**src/rtl/i2cmrt_pkg.sv**
```systemverilog
// Package: item types, status codes and command codes for the I2C register transfer sequencer.
`timescale 1ns / 1ps
`default_nettype none
package i2cmrt_pkg;

  localparam logic [7:0] ST_START     = 8'h08;
  localparam logic [7:0] ST_RESTART   = 8'h10;
  localparam logic [7:0] ST_ADDR_ACK  = 8'h18;
  localparam logic [7:0] ST_DATA_ACK  = 8'h28;
  localparam logic [7:0] ST_ARB_LOST  = 8'h38;
  localparam logic [7:0] ST_RADDR_ACK = 8'h40;
  localparam logic [7:0] ST_RX_ACKED  = 8'h50;
  localparam logic [7:0] ST_RX_NACKED = 8'h58;

  localparam logic       ACT_START = 1'b0;
  localparam logic       ACT_EVENT = 1'b1;

  localparam logic [1:0] START_NONE  = 2'd0;
  localparam logic [1:0] START_SET   = 2'd1;
  localparam logic [1:0] START_CLEAR = 2'd2;

  localparam logic [1:0] ACK_NONE  = 2'd0;
  localparam logic [1:0] ACK_SET   = 2'd1;
  localparam logic [1:0] ACK_CLEAR = 2'd2;

  localparam logic       REG_DISABLE = 1'b0;

  typedef struct packed {
    logic        action;
    logic [6:0]  dev_addr;
    logic        read_mode;
    logic [7:0]  first_reg;
    logic [15:0] length;
    logic [7:0]  bus_status;
    logic [7:0]  rx_byte;
    logic [7:0]  tx_byte;
  } in_item_t;

  typedef struct packed {
    logic [1:0] start_cmd;
    logic       stop_cmd;
    logic [1:0] ack_cmd;
    logic       clear_si;
    logic       dat_valid;
    logic [7:0] dat_out;
    logic       rx_valid;
    logic [7:0] rx_data;
    logic       tx_taken;
    logic       done_res;
    logic       failed;
    logic [7:0] error_status;
  } out_item_t;

  typedef struct packed {
    logic       is_read;
    logic [6:0] target_addr;
    logic [7:0] reg_index;
    logic [7:0] error_code;
  } xfer_state_t;

endpackage
`default_nettype wire

```
**src/rtl/i2c_master_register_transfer.sv**
```systemverilog
// Top level: input register, transfer state, result register and configuration port.
// Each accepted item passes through the input register and then the result register.
// Throughput: one item per cycle when the output is not stalled; the state update is a combinational decode.
// Output stall holds the result register and back-pressures through the input register.
// Reset (synchronous, active high) clears disable_cfg, the transfer state and all valids.
`timescale 1ns / 1ps
`default_nettype none
module i2c_master_register_transfer
  import i2cmrt_pkg::*;
#(
  parameter int COUNT_BITS = 16
) (
  input  wire logic        clk,
  input  wire logic        rst,
  input  wire logic        in_valid,
  output      logic        in_stall,
  input  wire in_item_t    in_item,
  output      logic        out_valid,
  input  wire logic        out_stall,
  output      out_item_t   out_item,
  input  wire logic        psel,
  input  wire logic        penable,
  input  wire logic        pwrite,
  input  wire logic [2:0]  paddr,
  input  wire logic [31:0] pwdata,
  output      logic [31:0] prdata,
  output      logic        pready
);

  logic                  disable_cfg;
  logic                  s1_valid;
  in_item_t              s1_item;
  xfer_state_t           state;
  xfer_state_t           state_next;
  logic [COUNT_BITS-1:0] remaining;
  logic [COUNT_BITS-1:0] remaining_next;
  out_item_t             result;
  logic                  advance;
  logic                  accept;
  logic                  fire;

  assign advance  = !out_valid || !out_stall;
  assign in_stall = s1_valid && !advance;
  assign accept   = in_valid && !in_stall;
  assign fire     = s1_valid && advance;

  assign pready = 1'b1;
  assign prdata = (paddr[2] == REG_DISABLE) ? {31'b0, disable_cfg} : 32'b0;

  always_ff @(posedge clk) begin
    if (rst) begin
      disable_cfg <= 1'b0;
    end else if (psel && penable && pwrite && pready && paddr[2] == REG_DISABLE) begin
      disable_cfg <= pwdata[0];
    end
  end

  i2cmrt_decode #(
    .COUNT_BITS(COUNT_BITS)
  ) u_decode (
    .disable_cfg    (disable_cfg),
    .item           (s1_item),
    .state          (state),
    .remaining      (remaining),
    .result         (result),
    .state_next     (state_next),
    .remaining_next (remaining_next)
  );

  always_ff @(posedge clk) begin
    if (rst) begin
      s1_valid <= 1'b0;
    end else if (accept) begin
      s1_valid <= 1'b1;
    end else if (advance) begin
      s1_valid <= 1'b0;
    end
  end

  always_ff @(posedge clk) begin
    if (accept) begin
      s1_item <= in_item;
    end
  end

  always_ff @(posedge clk) begin
    if (rst) begin
      state     <= '0;
      remaining <= '0;
    end else if (fire) begin
      state     <= state_next;
      remaining <= remaining_next;
    end
  end

  always_ff @(posedge clk) begin
    if (rst) begin
      out_valid <= 1'b0;
    end else if (advance) begin
      out_valid <= s1_valid;
    end
  end

  always_ff @(posedge clk) begin
    if (fire) begin
      out_item <= result;
    end
  end

`ifndef SYNTH
  a_fail_done: assert property (@(posedge clk) disable iff (rst)
    out_valid && out_item.failed |-> out_item.done_res)
    else $error("failed result without done");

  a_tx_dat: assert property (@(posedge clk) disable iff (rst)
    out_valid && out_item.tx_taken |-> out_item.dat_valid)
    else $error("write byte taken but not loaded");

  a_stall_full: assert property (@(posedge clk) disable iff (rst)
    in_stall |-> s1_valid && out_valid && out_stall)
    else $error("input stalled with room downstream");

  a_state_hold: assert property (@(posedge clk) disable iff (rst)
    !s1_valid |=> $stable(remaining) && $stable(state))
    else $error("state changed with no item");
`endif

endmodule
`default_nettype wire

```
**src/rtl/i2cmrt_decode.sv**
```systemverilog
// Decode of one item into core actions and the next transfer state.
`timescale 1ns / 1ps
`default_nettype none
module i2cmrt_decode
  import i2cmrt_pkg::*;
#(
  parameter int COUNT_BITS = 16
) (
  input  wire logic                  disable_cfg,
  input  wire in_item_t              item,
  input  wire xfer_state_t           state,
  input  wire logic [COUNT_BITS-1:0] remaining,
  output      out_item_t             result,
  output      xfer_state_t           state_next,
  output      logic [COUNT_BITS-1:0] remaining_next
);

  localparam int LW = (COUNT_BITS > 16) ? COUNT_BITS : 16;

  logic [LW-1:0]         len_ext;
  logic [LW-1:0]         cmax;
  logic [LW-1:0]         len_sat;
  logic [COUNT_BITS-1:0] rem_dec;
  logic [COUNT_BITS-1:0] rem_rx;
  logic [7:0]            addr_w;

  assign len_ext = LW'(item.length);
  assign cmax    = LW'({COUNT_BITS{1'b1}});
  assign len_sat = (len_ext > cmax) ? cmax : len_ext;
  assign rem_dec = remaining - COUNT_BITS'(1);
  assign rem_rx  = (remaining != '0) ? rem_dec : remaining;
  assign addr_w  = {state.target_addr, 1'b0};

  always_comb begin
    result         = '0;
    state_next     = state;
    remaining_next = remaining;
    if (item.action == ACT_START) begin
      if (disable_cfg) begin
        result.done_res = 1'b1;
        result.failed   = 1'b1;
      end else begin
        state_next.target_addr = item.dev_addr;
        state_next.is_read     = item.read_mode;
        state_next.reg_index   = item.first_reg;
        state_next.error_code  = '0;
        remaining_next         = len_sat[COUNT_BITS-1:0];
        result.start_cmd       = START_SET;
      end
    end else begin
      case (item.bus_status)
        ST_START: begin
          result.dat_valid = 1'b1;
          result.dat_out   = addr_w;
          result.clear_si  = 1'b1;
        end
        ST_RESTART: begin
          result.dat_valid = 1'b1;
          result.dat_out   = addr_w | 8'h01;
          result.clear_si  = 1'b1;
        end
        ST_ADDR_ACK: begin
          result.start_cmd = START_CLEAR;
          result.clear_si  = 1'b1;
          if (remaining == '0) begin
            result.stop_cmd = 1'b1;
            result.done_res = 1'b1;
          end else begin
            result.dat_valid = 1'b1;
            result.dat_out   = state.reg_index;
          end
        end
        ST_DATA_ACK: begin
          result.clear_si = 1'b1;
          if (state.is_read) begin
            result.start_cmd = START_SET;
          end else if (remaining == '0) begin
            result.start_cmd = START_CLEAR;
            result.stop_cmd  = 1'b1;
            result.done_res  = 1'b1;
          end else begin
            result.dat_valid = 1'b1;
            result.dat_out   = item.tx_byte;
            result.tx_taken  = 1'b1;
            remaining_next   = rem_dec;
          end
        end
        ST_RADDR_ACK: begin
          result.start_cmd = START_CLEAR;
          result.ack_cmd   = (remaining > COUNT_BITS'(1)) ? ACK_SET : ACK_CLEAR;
          result.clear_si  = 1'b1;
        end
        ST_RX_ACKED: begin
          result.rx_valid = 1'b1;
          result.rx_data  = item.rx_byte;
          remaining_next  = rem_rx;
          result.ack_cmd  = (rem_rx <= COUNT_BITS'(1)) ? ACK_CLEAR : ACK_SET;
          result.clear_si = 1'b1;
        end
        ST_RX_NACKED: begin
          result.rx_valid  = 1'b1;
          result.rx_data   = item.rx_byte;
          result.start_cmd = START_CLEAR;
          result.stop_cmd  = 1'b1;
          result.clear_si  = 1'b1;
          result.done_res  = 1'b1;
        end
        ST_ARB_LOST: begin
          state_next.error_code = item.bus_status;
          result.done_res       = 1'b1;
          result.failed         = 1'b1;
          result.error_status   = item.bus_status;
        end
        default: begin
          state_next.error_code = item.bus_status;
          result.start_cmd      = START_CLEAR;
          result.stop_cmd       = 1'b1;
          result.clear_si       = 1'b1;
          result.done_res       = 1'b1;
          result.failed         = 1'b1;
          result.error_status   = item.bus_status;
        end
      endcase
    end
  end

endmodule
`default_nettype wire

```
**config.mk**
```make
export PLATFORM = sky130hd
export DESIGN_NAME = i2c_master_register_transfer
export DESIGN_NICKNAME = d
export VERILOG_FILES = /design/src/rtl/i2cmrt_pkg.sv /design/src/rtl/i2c_master_register_transfer.sv /design/src/rtl/i2cmrt_decode.sv
export SDC_FILE = /design/constraint.sdc
export NUM_CORES = 1
export LEC_CHECK = 0
export BUFFER_PORTS_ARGS = -buffer_cell sky130_fd_sc_hd__buf_2
export CORE_MARGIN = 2
export CORE_UTILIZATION = 46
export DETAILED_ROUTE_END_ITERATION = 7
export PLACE_DENSITY_LB_ADDON = 0.12
export SLEW_MARGIN = 10
export SYNTH_ARGS = -nofsm -noshare
export SYNTH_HDL_FRONTEND = slang
export SYNTH_SLANG_ARGS = --single-unit
```
**constraint.sdc**
```tcl
create_clock -name clk -period 4.9 [get_ports clk]
set_clock_uncertainty 0.05 [all_clocks]
set_input_delay 0.735 -clock clk [delete_from_list [all_inputs] [get_ports clk]]
set_output_delay 0.735 -clock clk [all_outputs]
set_load 0.01 [all_outputs]
```
# Word level (Yosys, flattened, before mapping)

Cells that the tools add are included.

Add/subtract/negate cells: 1
Bitwise operators: 4
Mux-type cells: 33
Shift operators: 0
Divide/modulo/power cells: 0
Multiply operators: 0
$lt $le $gt $ge: 3
Reduce and logical (&&, ||, !) cells: 24
Equality and inequality tests: 12

Operators with widths:

| kind                                                           | count |
|---|---|
| two-way mux 16 bit                                             | 6 |
| two-way mux 9 bit                                              | 5 |
| case mux 9 bit (4 select lines)                                | 1 |
| case mux 16 bit (2 select lines)                               | 1 |
| equality test 8 x 7 -> 1 bit, second input constant            | 3 |
| equality test 8 x 5 -> 1 bit, second input constant            | 2 |
| equality test 8 x 6 -> 1 bit, second input constant            | 2 |
| greater-than comparator 16 x 1 -> 1 bit, second input constant | 1 |
| greater-than comparator 16 bit, second input constant          | 1 |
| <= comparator 16 x 1 -> 1 bit, second input constant           | 1 |
| zero test 16 bit                                               | 1 |
| nonzero test 16 bit                                            | 1 |
| subtractor 16 x 1 -> 16 bit, second input constant             | 1 |
| two-way mux 2 bit                                              | 6 |
| two-way mux 1 bit                                              | 9 |
| equality test 8 x 4 -> 1 bit, second input constant            | 1 |
| case mux 2 bit (2 select lines)                                | 2 |
| OR reduction 4 bit                                             | 2 |
| OR reduction 8 bit                                             | 1 |
| OR reduction 7 bit                                             | 1 |
| logical AND 1 bit                                              | 6 |
| inequality test 3 bit, second input constant                   | 2 |
| case mux 1 bit (3 select lines)                                | 2 |
| AND reduction 5 bit                                            | 1 |
| 12 further kinds                                               | 18 |

Bits in latches: 0
ROM bits: 0
Logic and storage cells: 104
Flip-flop bits (word level): 127
Output and inout port bits: 70
RAM bits: 0
Memories: 0

# Depth between registers and ports, before layout

Word-level depth: 7
Depth in mapped cells: 9
Depth with buffers taken out: 7

# Cells and area by module

From an unflattened synthesis, not the netlist that was laid out.

Cell total of the unflattened synthesis: 598
Area total of the unflattened synthesis: 6847.8 µm²

Modules (own cells, without submodules):

| module                       | times used | cells each | sequential area each (µm²) | area each (µm²) |
|---|---|---|---|---|
| i2c_master_register_transfer | 1          | 316        | 3623.5                     | 4977.3 |
| i2cmrt_decode                | 1          | 282        | 0.0                        | 1870.5 |

# Worst setup path after synthesis

No wires, ideal clock.

Path type: input to register
From: in out_stall
To: reg s1_item[0] (netlist name), enable pin
Library setup time: 478 ps
Arrival: 3516 ps
Stages: 2
Buffers on the path: 0
Setup slack: 855 ps
Path through: and3_1 nor2b_1

Longest elaborated chain between the ends: 6

Ends and longest elaborated chain:

| item                 | RTL line                           | source |
|---|---|---|
| start, declared      | i2c_master_register_transfer.sv:19 | `input wire logic out_stall,` |
| zero test 1 bit      | i2c_master_register_transfer.sv:42 | `assign advance = !out_valid \|\| !out_stall;` |
| logical OR 1 bit     | i2c_master_register_transfer.sv:42 |  |
| zero test 1 bit      | i2c_master_register_transfer.sv:43 | `assign in_stall = s1_valid && !advance;` |
| logical AND 1 bit    | i2c_master_register_transfer.sv:43 |  |
| zero test 1 bit      | i2c_master_register_transfer.sv:44 | `assign accept = in_valid && !in_stall;` |
| logical AND 1 bit    | i2c_master_register_transfer.sv:44 |  |
| via accept           | i2c_master_register_transfer.sv:39 | `logic accept;` |
| end signal, assigned | i2c_master_register_transfer.sv:82 | `s1_item <= in_item;` |
| end, declared        | i2c_master_register_transfer.sv:32 | `in_item_t s1_item;` |

The timed path passes the listed nets, and every way through them passes these cells.
A chain may end at the register's enable or synchronous reset.

# Worst setup path after layout

From: reg remaining[0]
To: reg remaining[9]

Longest elaborated chain between the ends: 5

Ends and longest elaborated chain:

| item                             | RTL line                           | source |
|---|---|---|
| start, declared                  | i2c_master_register_transfer.sv:35 | `logic [COUNT_BITS-1:0] remaining;` |
| start signal, assigned           | i2c_master_register_transfer.sv:92 | `remaining <= remaining_next;` |
| subtractor 16 x 1 -> 16 bit      | i2cmrt_decode.sv:30                | `assign rem_dec = remaining - COUNT_BITS'(1);` |
| two-way mux 16 bit               | i2cmrt_decode.sv:77                | `end else if (remaining == '0) begin` |
| two-way mux 16 bit               | i2cmrt_decode.sv:75                | `if (state.is_read) begin` |
| case mux 16 bit (2 select lines) | i2cmrt_decode.sv:51                | `case (item.bus_status)` |
| two-way mux 16 bit               | i2cmrt_decode.sv:38                | `if (item.action == ACT_START) begin` |

Parallel ways exist; a longest one is shown, timed or not. The select of a mux whose other input is x is not followed.

==> impl_metrics.csv <==
group,metric,value,unit
setup_path,r2r_cells,7,
final_layout,drive_gt1_frac,0.260,
sta,maxSlewViolCount,0,
power,p_int,0.00207,W
floorplan,die_width,116,um
yosys,yosysTopAreaCell,"edfxtp_1",
sta,period_share,0.592,
yosys,synth-main-ff-cell,"edfxtp_1",
power,comb_power_share,0.105,
sta,fin_ws,2.00,ns
setup_path,cp_common_cell,"nand2_2",
setup_path,crit_start,"remaining[0]$_SDFFE_PP0P_",
setup_path,cp_num_buf_inv,1,
setup_path,crit_type,"register to register",
routing,initialDrtViolationCount,413,
setup_path,critPathSlowestCell,"or4_1",
sta,fmax,345,MHz
power,p_seq_frac,0.460,
final_layout,syn_to_final_growth,18.6,%
setup_path,cp_max_fo,12,
floorplan,ioPinCount,169,
power,p_sw_frac,0.239,
cts,cts_tree,"built",
setup_path,regToRegSetupSlack,2.00,ns
routing,num_vias,4049,
place,port_buffers,103,
setup_path,crit_path_start_kind,"register",
yosys,yosysUniqueCellTypes,63,
final_layout,insertedDiodeCount,0,
yosys,seq_area_frac_synth,0.597,
global_route,antenna_found_initial,0,
cts,path_clk_slew,0.05,ns
global_route,grt_pass1_vias,3679,
routing,vias_per_cell,5.21,
sta,rsz0062_at_grt,"false",
floorplan,fp.dieH,116,um
cts,cts_root_buf,"clkbuf_16",
floorplan,dieArea,13500,um2
cts,cts_made_buffers,17,
run,cap_viol_max_count,0,
sta,worstMarginPinSlew,1.08,ns
final_layout,design_area,6880,um2
place,placed_area,6320,um2
routing,wire_per_inst,15.5,um
final_layout,nFillCells,1111,
place,post-place-ws,2.00,ns
setup_path,worstSetupEndpointType,"register",
routing,dr.pass1.iters,5,
yosys,synthTopCellsByArea,"edfxtp_1 48%, dfxtp_1 12%, buf_4 4.4%",
yosys,syn_inst,492,
sta,fin_crit,2.90,ns
setup_path,worst_ep_arrival_time,3.12,ns
cts,post_cts_resize_count,0,
cts,htreeDepth,4,
global_route,grt_pass1_wl,19100,um
power,power_density,395,nW/um2
sta,timing.slew.headroom,0.281,
setup_path,crit_family,"simple AND/OR/NAND/NOR gates",
setup_path,crit_cells,7,
setup_path,worstPathCellList,"inv_1, ha_1, nor3b_4, nand2_2, or4_1, nand2_2, o32ai_1",
routing,drc_errors,0,
outcome,status,"complete, no violations",
cts,post-cts-setup-buffers,0,
yosys,async_reset_ff_frac,0,
power,p_sw,0.000648,W
cts,clock_latency,0.42,ns
floorplan,placementRows,41,
global_route,grt_max_degree,46,
setup_path,crit-reg2reg-launch,"remaining[0]$_SDFFE_PP0P_",
place,dp_hpwl,8360,um
power,clkPwrFrac,0.435,
cts,cts_max_path_buffers,2,
hold_path,min_path_type,"register to register",
yosys,synth_edf_count,92,
yosys,post_synth.cell_area_avg,11.8,um2
power,ir_drop,0.244,mV
sta,final-setup-viol-count,0,
sta,fin_setup_tns,0,ns
routing,ant_nets,0,
cts,cts.hold.buffers_added,0,
floorplan,core,12500,um2
global_route,grt.total_usage,0.188,
power,power,0.00271,W
cts,numClockSinks,127,
setup_path,worstReg2RegEnd,"remaining[9]$_SDFFE_PP0P_",
final_layout,nNetsFinal,694,
yosys,synthesis.area,5800,um2
setup_path,cp.required,5.11,ns
routing,wl,12100,um
setup_path,cp_slowest_stage_delay,0.63,ns
yosys,synth_top_area_frac,0.476,
place,place_congestion,0.867,
yosys,ys_warn_count,0,
floorplan,start_util,0.465,
global_route,overflow,0,
sta,hold_violations,0,
setup_path,worstSetupEndpoint,"remaining[9]$_SDFFE_PP0P_",
yosys,synth-seq-cells,127,
power,p_leak,2.57,nW
stage by stage:
stage               instances  hold slack (ns)  utilization
floorplan                 522            0.386            -
global placement          745            0.394        0.507
detailed placement        745            0.401        0.507
CTS                       777            0.409        0.552
global route              777            0.420        0.552
finish                    777            0.406        0.552
worst min-delay path by stage:
stage | slack [ns] | endpoint | start | depth (start not counted)
floorplan | 0.39 | state[10]$_SDFFE_PP0P_ | state[10]$_SDFFE_PP0P_ | 2
global placement | 0.39 | state[14]$_SDFFE_PP0P_ | state[14]$_SDFFE_PP0P_ | 2
detailed placement | 0.40 | state[22]$_SDFFE_PP0P_ | state[22]$_SDFFE_PP0P_ | 2
CTS | 0.41 | state[20]$_SDFFE_PP0P_ | state[20]$_SDFFE_PP0P_ | 2
global route | 0.42 | s1_item[42]$_DFFE_PP_ | in_item[42] | 1
finish | 0.41 | state[16]$_SDFFE_PP0P_ | state[16]$_SDFFE_PP0P_ | 2
cells in the final DEF, fill, tap and decap left out, drive strengths merged, types with 4 or more instances in the layout:
cell type	instances
buf	107
edfxtp	92
nand2	50
dfxtp	35
nor2	34
conb	32
a21oi	26
clkbuf	21
nand2b	17
and2	16
o21ai	15
inv	12
nor3	12
nand3	10
o32ai	10
a211oi	8
a222oi	8
nor4	8
clkinv	8
o211ai	5
a22oi	5
or4	5
a31oi	5
or3	4
a32oi	4
xnor2	4
nor2b	4
metal layers:
metal / routed length [um] / vias to the layer above / share of wire / GRT usage
li1: - / 1988 / - / -
met1: 5550 / 1889 / 0.46 / 0.261
met2: 5520 / 157 / 0.46 / 0.279
met3: 843 / 15 / 0.070 / 0.0592
met4: 167 / 0 / 0.014 / 0.0667
met5: 0 / - / 0 / 0
state kept, by name, summed over array words and instances (netlist names):
signal and cells:
disable_cfg 1, out_item 35, out_valid 1, remaining 16, s1_item 57, s1_valid 1, state 16
cell type report:
class,count,area (um2),area share
inverter,12,45.0,0.00655
multi-input combinational,327,2050,0.298
clock inverter,11,118,0.0171
sequential,127,3460,0.504
timing repair buffer,107,546,0.0793
clock buffer,21,440,0.0640
tap,172,215,0.0313
power by group through the flow:
stage	registers [W]	logic, W	clock network, W
6_report	0.00125	0.000286	0.00118
5_1_grt	0.00126	0.000318	0.00125
4_1_cts	0.00125	0.000287	0.00121
3_5_place_dp	0.00127	0.000285	0
3_3_place_gp	0.00127	0.000284	0
2_1_floorplan	0.00126	0.000221	0
logic make-up (layout without fill, tap and decap cells):
| family | count (synthesis) | after routing | share of synthesized area |
|---|---|---|---|
| flip-flops | 127 | 127 | 0.597 |
| AND/OR/NAND/NOR | 178 | 178 | 0.180 |
| adder cells (fa/ha/maj) | 3 | 3 | 0.00647 |
| buffers and inverters | 68 | 151 | 0.0699 |
| AO/OA/AOI/OAI | 108 | 108 | 0.136 |
| XOR/XNOR | 4 | 4 | 0.00604 |
| multiplexers | 2 | 2 | 0.00345 |
| other | 2 | 32 | 0.00129 |
synthesized netlist by cell type, drive strengths merged, types with 4 or more instances:
cell and n:
edfxtp 92, nand2 50, buf 42, dfxtp 35
nor2 34, a21oi 26, nand2b 17, and2 16
o21ai 15, clkbuf 14, inv 12, nor3 12
nand3 10, o32ai 10, a211oi 8, a222oi 8
nor4 8, a22oi 5, a31oi 5, o211ai 5
or4 5, a32oi 4, nor2b 4, or3 4
xnor2 4
worst min-delay path: stages, from the launching register on:
cell	delay, ns
dfxtp_1	0.31
nand2_1	0.05
a21oi_1	0.05
(Power assumes the default switching activity.)
